**src/rtl/linear_probe_hash_table_defines.svh**
```systemverilog
// assertion macros for the hash table rtl
`ifndef LINEAR_PROBE_HASH_TABLE_DEFINES_SVH
`define LINEAR_PROBE_HASH_TABLE_DEFINES_SVH

// property that must hold at every edge outside reset
`define LPHT_ASSERT(label, prop, msg) \
  label: assert property (@(posedge clk_i) disable iff (!rst_ni) prop) else $error(msg);

// condition in one cycle implies a condition in the next
`define LPHT_ASSERT_NEXT(label, pre, post, msg) \
  label: assert property (@(posedge clk_i) disable iff (!rst_ni) (pre) |=> (post)) else $error(msg);

`endif

```
**src/rtl/lpht_pkg.sv**
```systemverilog
// shared constants and types of the linear probing hash table
package lpht_pkg;

  localparam int unsigned SLOT_COUNT = 101;
  localparam int unsigned SLOT_W     = $clog2(SLOT_COUNT);
  localparam int unsigned REM_W      = SLOT_W + 1;
  localparam int unsigned KEY_W      = 31;
  localparam int unsigned VAL_W      = 32;
  localparam int unsigned OP_W       = 2;
  localparam int unsigned ST_W       = 2;
  localparam int unsigned RES_W      = 2;

  // floor(2^KEY_W / SLOT_COUNT), quotient estimate is at most one short
  localparam logic [KEY_W-1:0]  RECIP        = KEY_W'((64'd1 << KEY_W) / SLOT_COUNT);
  localparam logic [REM_W-1:0]  SLOT_COUNT_R = REM_W'(SLOT_COUNT);
  localparam logic [SLOT_W-1:0] LAST_SLOT    = SLOT_W'(SLOT_COUNT - 1);

  // queue between front and back, depth a power of two
  localparam int unsigned QUEUE_DEPTH = 2;
  localparam int unsigned QPTR_W      = $clog2(QUEUE_DEPTH);
  localparam int unsigned QCNT_W      = QPTR_W + 1;

  // operation codes
  localparam logic [OP_W-1:0] OP_INSERT = 2'd0;
  localparam logic [OP_W-1:0] OP_SEARCH = 2'd1;
  localparam logic [OP_W-1:0] OP_DELETE = 2'd2;

  // result status codes
  localparam logic [RES_W-1:0] RES_OK   = 2'd0;
  localparam logic [RES_W-1:0] RES_MISS = 2'd1;
  localparam logic [RES_W-1:0] RES_FULL = 2'd2;

  // slot status codes
  localparam logic [ST_W-1:0] ST_EMPTY = 2'd0;
  localparam logic [ST_W-1:0] ST_USED  = 2'd1;
  localparam logic [ST_W-1:0] ST_TOMB  = 2'd2;

  typedef struct packed {
    logic [OP_W-1:0]   op;
    logic [KEY_W-1:0]  key;
    logic [VAL_W-1:0]  value;
    logic [SLOT_W-1:0] home;
  } job_t;

  typedef struct packed {
    logic [ST_W-1:0]  st;
    logic [KEY_W-1:0] key;
    logic [VAL_W-1:0] value;
  } slot_t;

  localparam int unsigned SLOT_WORD_W = $bits(slot_t);

endpackage

```
**src/rtl/lpht_queue.sv**
```systemverilog
// short queue of classified jobs between front and back
module lpht_queue (
  input  logic           clk_i,
  input  logic           rst_ni,
  input  logic           push_i,
  input  lpht_pkg::job_t job_i,
  output logic           full_o,
  input  logic           pop_i,
  output lpht_pkg::job_t job_o,
  output logic           empty_o
);

  lpht_pkg::job_t entries_q [lpht_pkg::QUEUE_DEPTH];

  logic [lpht_pkg::QPTR_W-1:0] wr_ptr_q, rd_ptr_q;
  logic [lpht_pkg::QCNT_W-1:0] count_q;
  logic                        do_push, do_pop;

  assign full_o  = (count_q == lpht_pkg::QCNT_W'(lpht_pkg::QUEUE_DEPTH));
  assign empty_o = (count_q == '0);
  assign do_push = push_i && !full_o;
  assign do_pop  = pop_i && !empty_o;

  always_ff @(posedge clk_i or negedge rst_ni) begin
    if (!rst_ni) begin
      wr_ptr_q <= '0;
      rd_ptr_q <= '0;
      count_q  <= '0;
    end else begin
      if (do_push) wr_ptr_q <= wr_ptr_q + 1'b1;
      if (do_pop) rd_ptr_q <= rd_ptr_q + 1'b1;
      if (do_push && !do_pop) begin
        count_q <= count_q + 1'b1;
      end else if (do_pop && !do_push) begin
        count_q <= count_q - 1'b1;
      end
    end
  end

  always_ff @(posedge clk_i) begin
    if (do_push) begin
      entries_q[wr_ptr_q] <= job_i;
    end
  end

  assign job_o = entries_q[rd_ptr_q];

endmodule

```
**config.mk**
```make
export PLATFORM = sky130hd
export DESIGN_NAME = lpht_queue
export DESIGN_NICKNAME = d
export VERILOG_FILES = /design/src/rtl/linear_probe_hash_table_defines.svh /design/src/rtl/lpht_pkg.sv /design/src/rtl/lpht_queue.sv
export SDC_FILE = /design/constraint.sdc
export NUM_CORES = 1
export LEC_CHECK = 0
export ABC_CLOCK_PERIOD_IN_PS = 5700
export BUFFER_PORTS_ARGS = -buffer_cell sky130_fd_sc_hd__buf_2
export CAP_MARGIN = 20
export CORE_MARGIN = 10
export CORE_UTILIZATION = 42
export CTS_CLUSTER_DIAMETER = 40
export DETAILED_ROUTE_END_ITERATION = 6
export HOLD_SLACK_MARGIN = 0.08
export PLACE_DENSITY_LB_ADDON = 0.25
export SLEW_MARGIN = 10
export SYNTH_ARGS = -nofsm -noshare
export SYNTH_HDL_FRONTEND = slang
export SYNTH_SLANG_ARGS = --single-unit
```
**constraint.sdc**
```tcl
create_clock -name clk_i -period 5.7 [get_ports clk_i]
set_clock_uncertainty 0.15 [all_clocks]
set_input_delay 1.14 -clock clk_i [delete_from_list [all_inputs] [get_ports clk_i]]
set_output_delay 1.14 -clock clk_i [all_outputs]
set_load 0.02 [all_outputs]
```
==> impl_metrics.json <==
{
  "status": "complete, no violations",
  "grt_pass1_vias": 3033,
  "holdBufCountCts": 0,
  "io_buffers": 149,
  "routed-wl-met2_mm": 5.36,
  "synth_cell_type_count": 15,
  "layout-drive-gt1-share_pct": 60.0,
  "cts.sinks": 148,
  "grt_overflow": 0,
  "seq_area_frac_synth_pct": 77.1,
  "die_h_um": 137,
  "grt_antenna_before_repair": 1,
  "dp_hpwl_mm": 7.23,
  "cts_resized": 0,
  "tns_ns": 0,
  "power.leakage_nw": 2.89,
  "cts_tree": "done",
  "syn_nets": 320,
  "setup_viol": 0,
  "finalCriticalPeriod_ns": 3.83,
  "rsz0062_at_grt": "false",
  "crit_type": "reg2out",
  "slew_violations": 0,
  "cp_max_fo": 54,
  "grt_pass1_wl_mm": 15.9,
  "synth_area_um2": 5740,
  "grt_max_degree": 73,
  "root_buffer": "clkbuf_16",
  "rows": 42,
  "tightest_slew_ns": 1.03,
  "vias": 2706,
  "period_share_pct": 67.3,
  "irDropWorstVdd_v": 0.000296,
  "syn_area_per_cell_um2": 23.6,
  "area_growth_pct": 24.8,
  "dieArea_um2": 18700,
  "maxCapViolations": 0,
  "fillers": 1091,
  "place.gp.congestion": 0.725,
  "syn_inst": 243,
  "startpoint_type": "flip-flop",
  "synth_seq_cells": 148,
  "register_area_um2": 4430,
  "hold_viol_final": 0,
  "synth_top_area_share_pct": 75.3,
  "crit_path_end_kind": "primary output",
  "wl_met1_mm": 4.00,
  "fin_hold_ws_ns": 0.367,
  "post-cts-setup-buffers": 0,
  "htreeDepth": 4,
  "nNetsFinal": 482,
  "ioPinCount": 150,
  "first_pass_iters": 4,
  "wl_met3_mm": 1.13,
  "crit_required_ns": 4.41,
  "core-area_um2": 13300,
  "synth_area_leaders": "edfxtp_1 (75%), mux2_4 (18%), buf_12 (2.4%)",
  "wl_mm": 10.7,
  "track_usage_pct": 11.4,
  "cts_buffer_depth": 2,
  "dieWidth_um": 137,
  "drtIter0Drc": 89,
  "synth_area_leader_cell": "edfxtp_1",
  "drc_errors": 0,
  "power.density_nw_per_um2": 559,
  "cts.reportedPaths.clkPinSlew_ns": 0.06,
  "total_power_mw": 4.00,
  "ys_warn_count": 0,
  "via_per_inst": 4.55,
  "highest_layer": "met4",
  "arrival_ns": 2.54,
  "initial_core_util_pct": 43.2,
  "numCtsBuffers": 17,
  "multi_input_area_um2": 1170,
  "max_freq_mhz": 261,
  "timing.slew.headroom_pct": 31.6,
  "worst_skew_pair.late_latency_ns": 0.41,
  "ant_nets": 0,
  "hp-class": "in2async",
  "wl_per_cell_um": 17.9
}
[registers in the layout, summed over array words and instances (netlist names)]
name	count
entries_q	144
rd_ptr_q	1
wr_ptr_q	1
count_q	2
[logic make-up after synthesis]
group	count (synthesis)	share of synthesized area, %
AND/OR/NAND/NOR	6	0.479
flip-flops	148	77.1
multiplexers	72	18.6
AO/OA/AOI/OAI	1	0.0871
XOR/XNOR	5	0.763
adder cells (fa/ha/maj)	1	0.218
buffers and inverters	10	2.77
[critical path: stages (launching register included)]
cell     delay, ns
dfrtp_4       1.11
buf_4         0.49
mux2_4        0.34
buf_2         0.16
[final timing paths]
check | from | to | slack, ns | depth (start not counted)
setup / recovery | rd_ptr_q | job_o[1] | 1.87 | 3
hold / removal | rst_ni | count_q[1] | 0.37 | 1
setup reg to reg | count_q[0] | entries_q[0][37] | 3.16 | 4
hold reg to reg | count_q[1] | count_q[1] | 0.37 | 1
max in group asynchronous | rst_ni | rd_ptr_q | 4.88 | 1
min in group clk_i | count_q[1] | count_q[1] | 0.37 | 1
[cell usage after synthesis, drive strengths merged]
cell type / number
nor2: 3
buf: 8
xnor2: 3
xor2: 2
o21ai: 1
dfrtp: 4
ha: 1
mux2: 72
edfxtp: 144
and3: 1
nand2: 1
inv: 2
nand2b: 1
[cell usage in the layout (no fill, tap or decap), drive strengths merged]
cell      netlist  layout
inv             2       2
clkinv          0       9
edfxtp        144     144
xnor2           3       3
xor2            2       2
nor2            3       3
clkinvlp        0       1
diode           0       1
o21ai           1       1
bufinv          0       3
nand2b          1       1
clkbuf          0      19
and3            1       1
ha              1       1
dfrtp           4       4
mux2           72      72
buf             8     151
nand2           1       1
[area by class of cell]
cell class / count / share of cell area, %
inverters: 2 / 0.105
flip-flops and latches: 148 / 61.8
clock inverters: 13 / 1.96
multi-input cells: 85 / 16.3
repair buffers: 151 / 10.6
diodes: 1 / 0.0349
well taps: 176 / 3.07
clock buffers: 19 / 6.04
[per-layer routing]
layer,global-route usage [%],vias up
met4,5.44,0
met2,18.7,102
met5,0,-
li1,-,1293
met3,6.30,15
met1,11.7,1296
[per-stage QoR]
| stage | utilization (%) | instance area [µm²] | setup slack [ns] | cells |
|---|---|---|---|---|
| finish | 53.9 | 7160 | 1.87 | 595 |
| global route | 53.9 | 7160 | 1.75 | 594 |
| CTS | 53.9 | 7160 | 1.81 | 594 |
| detailed placement | 49.5 | 6590 | 2.27 | 562 |
| global placement | 49.5 | 6590 | 2.31 | 562 |
| floorplan | - | 5740 | 0.812 | 243 |
[report_power, final]
part | internal, mW | total [mW] | switching [mW]
Combinational | 0.595 | 1.26 | 0.669
Sequential | 1.49 | 1.67 | 0.173
Clock | 0.677 | 1.07 | 0.393
Total | 2.77 | 4.00 | 1.23
Power figures use the tool's default switching activity.
