<file path="src/rtl/linear_probe_hash_table_defines.svh">
// assertion macros for the hash table rtl
`ifndef LINEAR_PROBE_HASH_TABLE_DEFINES_SVH
`define LINEAR_PROBE_HASH_TABLE_DEFINES_SVH

// property that must hold at every edge outside reset
`define LPHT_ASSERT(label, prop, msg) \
  label: assert property (@(posedge clk_i) disable iff (!rst_ni) prop) else $error(msg);

// condition in one cycle implies a condition in the next
`define LPHT_ASSERT_NEXT(label, pre, post, msg) \
  label: assert property (@(posedge clk_i) disable iff (!rst_ni) (pre) |=> (post)) else $error(msg);

`endif

</file>
<file path="src/rtl/lpht_pkg.sv">
// shared constants and types of the linear probing hash table
package lpht_pkg;

  localparam int unsigned SLOT_COUNT = 101;
  localparam int unsigned SLOT_W     = $clog2(SLOT_COUNT);
  localparam int unsigned REM_W      = SLOT_W + 1;
  localparam int unsigned KEY_W      = 31;
  localparam int unsigned VAL_W      = 32;
  localparam int unsigned OP_W       = 2;
  localparam int unsigned ST_W       = 2;
  localparam int unsigned RES_W      = 2;

  // floor(2^KEY_W / SLOT_COUNT), quotient estimate is at most one short
  localparam logic [KEY_W-1:0]  RECIP        = KEY_W'((64'd1 << KEY_W) / SLOT_COUNT);
  localparam logic [REM_W-1:0]  SLOT_COUNT_R = REM_W'(SLOT_COUNT);
  localparam logic [SLOT_W-1:0] LAST_SLOT    = SLOT_W'(SLOT_COUNT - 1);

  // queue between front and back, depth a power of two
  localparam int unsigned QUEUE_DEPTH = 2;
  localparam int unsigned QPTR_W      = $clog2(QUEUE_DEPTH);
  localparam int unsigned QCNT_W      = QPTR_W + 1;

  // operation codes
  localparam logic [OP_W-1:0] OP_INSERT = 2'd0;
  localparam logic [OP_W-1:0] OP_SEARCH = 2'd1;
  localparam logic [OP_W-1:0] OP_DELETE = 2'd2;

  // result status codes
  localparam logic [RES_W-1:0] RES_OK   = 2'd0;
  localparam logic [RES_W-1:0] RES_MISS = 2'd1;
  localparam logic [RES_W-1:0] RES_FULL = 2'd2;

  // slot status codes
  localparam logic [ST_W-1:0] ST_EMPTY = 2'd0;
  localparam logic [ST_W-1:0] ST_USED  = 2'd1;
  localparam logic [ST_W-1:0] ST_TOMB  = 2'd2;

  typedef struct packed {
    logic [OP_W-1:0]   op;
    logic [KEY_W-1:0]  key;
    logic [VAL_W-1:0]  value;
    logic [SLOT_W-1:0] home;
  } job_t;

  typedef struct packed {
    logic [ST_W-1:0]  st;
    logic [KEY_W-1:0] key;
    logic [VAL_W-1:0] value;
  } slot_t;

  localparam int unsigned SLOT_WORD_W = $bits(slot_t);

endpackage

</file>
<file path="src/rtl/lpht_front.sv">
// front end: takes words and works out the home slot of each key
module lpht_front (
  input  logic                           clk_i,
  input  logic                           rst_ni,
  input  logic                           push_i,
  output logic                           full_o,
  input  logic [lpht_pkg::OP_W-1:0]      operation_i,
  input  logic [lpht_pkg::KEY_W-1:0]     key_i,
  input  logic signed [lpht_pkg::VAL_W-1:0] value_i,
  output logic                           job_valid_o,
  output lpht_pkg::job_t                 job_o,
  input  logic                           job_full_i
);

  typedef enum logic [1:0] {FR_IDLE, FR_MUL, FR_RED, FR_PUSH} front_state_e;

  front_state_e state_q, state_d;

  logic [lpht_pkg::OP_W-1:0]    op_q;
  logic [lpht_pkg::KEY_W-1:0]   key_q;
  logic [lpht_pkg::VAL_W-1:0]   val_q;
  logic [2*lpht_pkg::KEY_W-1:0] prod_q;
  logic [lpht_pkg::SLOT_W-1:0]  rem_q;

  logic [lpht_pkg::KEY_W-1:0]  quot;
  logic [lpht_pkg::REM_W-1:0]  back_prod;
  logic [lpht_pkg::REM_W-1:0]  rem_raw;
  logic [lpht_pkg::SLOT_W-1:0] rem_fix;

  // remainder only needs the low bits, it lies below twice the slot count
  assign quot      = prod_q[2*lpht_pkg::KEY_W-1:lpht_pkg::KEY_W];
  assign back_prod = quot[lpht_pkg::REM_W-1:0] * lpht_pkg::SLOT_COUNT_R;
  assign rem_raw   = key_q[lpht_pkg::REM_W-1:0] - back_prod;
  assign rem_fix   = (rem_raw >= lpht_pkg::SLOT_COUNT_R)
                   ? lpht_pkg::SLOT_W'(rem_raw - lpht_pkg::SLOT_COUNT_R)
                   : rem_raw[lpht_pkg::SLOT_W-1:0];

  always_comb begin
    state_d = state_q;
    case (state_q)
      FR_IDLE: if (push_i) state_d = FR_MUL;
      FR_MUL:  state_d = FR_RED;
      FR_RED:  state_d = FR_PUSH;
      FR_PUSH: if (!job_full_i) state_d = FR_IDLE;
      default: state_d = FR_IDLE;
    endcase
  end

  always_ff @(posedge clk_i or negedge rst_ni) begin
    if (!rst_ni) begin
      state_q <= FR_IDLE;
    end else begin
      state_q <= state_d;
    end
  end

  always_ff @(posedge clk_i) begin
    if (state_q == FR_IDLE && push_i) begin
      op_q  <= operation_i;
      key_q <= key_i;
      val_q <= value_i;
    end
    if (state_q == FR_MUL) begin
      prod_q <= key_q * lpht_pkg::RECIP;
    end
    if (state_q == FR_RED) begin
      rem_q <= rem_fix;
    end
  end

  assign full_o      = (state_q != FR_IDLE);
  assign job_valid_o = (state_q == FR_PUSH);
  assign job_o.op    = op_q;
  assign job_o.key   = key_q;
  assign job_o.value = val_q;
  assign job_o.home  = rem_q;

endmodule

</file>
<file path="config.mk">
export PLATFORM = sky130hd
export DESIGN_NAME = lpht_front
export DESIGN_NICKNAME = d
export VERILOG_FILES = /design/src/rtl/linear_probe_hash_table_defines.svh /design/src/rtl/lpht_pkg.sv /design/src/rtl/lpht_front.sv
export SDC_FILE = /design/constraint.sdc
export NUM_CORES = 1
export LEC_CHECK = 0
export BUFFER_PORTS_ARGS = -buffer_cell sky130_fd_sc_hd__buf_2
export CAP_MARGIN = 15
export CORE_ASPECT_RATIO = 0.75
export CORE_MARGIN = 2
export CORE_UTILIZATION = 50
export CTS_CLUSTER_DIAMETER = 50
export DETAILED_ROUTE_END_ITERATION = 6
export PLACE_DENSITY = 0.84
export SYNTH_ARGS = -nofsm -noshare
export SYNTH_HDL_FRONTEND = slang
export SYNTH_SLANG_ARGS = --single-unit
export TNS_END_PERCENT = 20
</file>
<file path="constraint.sdc">
create_clock -name clk_i -period 6.2 [get_ports clk_i]
set_input_delay 0.93 -clock clk_i [delete_from_list [all_inputs] [get_ports clk_i]]
set_output_delay 0.93 -clock clk_i [all_outputs]
set_load 0.02 [all_outputs]
</file>
==> flow_summary.ini <==
[timing]
slew_viol_final = 0
max_freq_ghz = 0.1642
hold_viol = 0
tightestPinTransition_ps = 904.4
period_needed_ps = 6092
setup_viol = 0
rsz0062_at_grt = true
skew_ps = 19.63
max_slew_margin_pct = 39.71
holdWs_ps = 353.7
timing.final.crit_share_pct = 98.25

[setup_path]
worstSetupPathType = reg -> reg
reg2regPathDepth = 19
arrival_ps = 6220
startpoint = key_q[19]$_DFFE_PP_
required_ps = 6330
rrSetupSlack_ps = 110
start_kind = register
critPathMaxFanout = 4
cp-end-kind = register
timing.rr.start = key_q[19]$_DFFE_PP_
r2r_end = prod_q[33]$_DFFE_PN_

[synthesis]
syn-num-nets = 1607
synthFlopType = edfxtp_1
ys_ff_latch = 82
synth-warning-count = 0
synth.avg_cell_area_um2 = 11.36
ys_seq_area_share_pct = 19.75
synth_edf_count = 80
synthArstFlopShare_pct = 2.439
ys_types = 50
synth_area_mm2 = 0.01242
syn_inst = 1093

[floorplan]
die_y_um = 140.5
die-area_mm2 = 0.02613
fp-row-count = 49
fp.dieW_um = 186.0
start_util_pct = 51.41
fp.coreArea_mm2 = 0.02416
pin_count = 143

[clock_network]
cts.clk_slew.worst_paths_ps = 90
clock_latency_ps = 370
htreeDepth = 3
cts_buffers = 9
cts_tree = built
clock_path_buffers = 2
clock-root-buffer = clkbuf_16
numClockSinks = 82

[grt]
grt_pass1_wl_um = 47930
grt_max_degree = 66
track_usage_pct = 24.78
antenna_found_initial = 1
grt_pass1_vias = 9037
grt_overflow = 0

[route]
via_per_inst = 5.167
wl_per_cell_um = 19.13
totalWireLength_um = 31090
dr.pass1.iters = 4
drc = 0
drtIter0Drc = 522
vias = 8397
ant_nets = 0

[placed_design]
placed_cell_area_mm2 = 0.01381
place.port_buffers = 142
dpl.cell_count = 1602
gp_congestion = 0.9910
place.detailed.hpwl_um = 26680

[finish]
antenna-diode-count = 0
layout.cells.non_filler = 1625
layout_common_cells = inv_1 (340), fa_1 (224), ha_1 (209), buf_2 (142), edfxtp_1 (80)
drive_gt1_share_pct = 19.17
fill_cells = 2002
final_common_cell = inv_1
finalInstanceArea_mm2 = 0.01431
nets = 1803
syn2layout_area_growth_pct = 15.25

[run]
drv_cap = 0

[outcome]
status = completed

[worst_hold_path]
hold_path.class = in -> async
synth_stat cells (all sizes together) (3+ instances only):
library cell | instances | area [um^2]
fa | 228 | 4564
nand2 | 18 | 67.56
nand3 | 7 | 35.03
edfxtp | 80 | 2402
o211ai | 3 | 22.52
ha | 217 | 2715
o31a | 3 | 27.53
nor3 | 10 | 50.05
xor2 | 9 | 78.83
nand4 | 5 | 31.28
xnor2 | 34 | 297.8
a211oi | 3 | 22.52
a21oi | 27 | 138.9
inv | 359 | 1348
nand2b | 4 | 25.02
nor4 | 3 | 18.77
nor2 | 15 | 56.30
nor2b | 3 | 18.77
and3 | 4 | 30.03
o21ai | 27 | 135.1
cell type report:
cell class	instances	area, um^2	share of cell area (%)
timing repair buffer	186	1041	7.273
clock buffer	9	225.2	1.574
inverter	359	1355	9.468
multi-input combinational	651	8743	61.09
tap	331	414.1	2.894
sequential	82	2452	17.13
clock inverter	7	81.33	0.5682
per-stage QoR:
stage	TNS, ps	utilization [%]	setup slack (ps)
after CTS	0	58.45	0.5524
after floorplan	0	-	40.70
after detailed placement	0	57.18	18.31
after global placement	0	57.18	133.4
final	0	59.25	108.3
after global routing	-148.2	59.25	-98.24
registers in the layout, indices dropped and copies added (netlist names):
name	flops
key_q	31
val_q	32
prod_q	8
op_q	2
rem_q	7
state_q	2
how the worst max path moves through the flow:
stage | endpoint | slack, ps | cells past startpoint
after floorplan | prod_q[33]$_DFFE_PN_ | 40 | 19
after global placement | prod_q[33]$_DFFE_PN_ | 130 | 19
after detailed placement | prod_q[33]$_DFFE_PN_ | 20 | 20
after CTS | prod_q[33]$_DFFE_PN_ | 0.6 | 20
after global routing | prod_q[33]$_DFFE_PN_ | -100 | 21
final | prod_q[33]$_DFFE_PN_ | 110 | 19
metal layers:
layer / part of all wire (%) / global-route usage (%) / vias up
li1: - / - / 3794
met3: 11 / 8.736 / 63
met5: 0.042 / 0 / -
met2: 45 / 39.05 / 385
met1: 42 / 33.18 / 4153
met4: 2.6 / 5.305 / 2
worst max-delay path: stages, from the launching register on:
cell      delay, ps
edfxtp_1        370
inv_2            90
fa_1            550
inv_1            70
fa_1            530
fa_1            470
fa_1            510
fa_1            480
fa_1            510
inv_1            50
fa_1            470
inv_1            40
ha_1            330
and4_4          220
nand3_1          80
nand3b_1        120
a21oi_2          50
o31a_1          340
o211a_1         240
a311o_1         320
repair_timing:
item,CTS,global route
endpoints found under the setup margin,1,7
gates resized for setup,1,46
setup buffers,0,7
hold buffers,0,0
pin swaps,0,22
cell families (layout without fill, tap and decap cells):
logic type	Yosys count	after routing	synth area share [%]
AOI/OAI and AO/OA	87	87	4.524
adders and majority gates	445	445	58.62
DFF	82	82	19.75
buffers and inverters	360	561	10.94
muxes	2	2	0.1713
xor gates and xnor gates	43	43	3.033
and+or+nand+nor	74	74	2.962
Power is not shown: default switching activity piles up to over one toggle a cycle in this logic, so the estimate is an artifact.
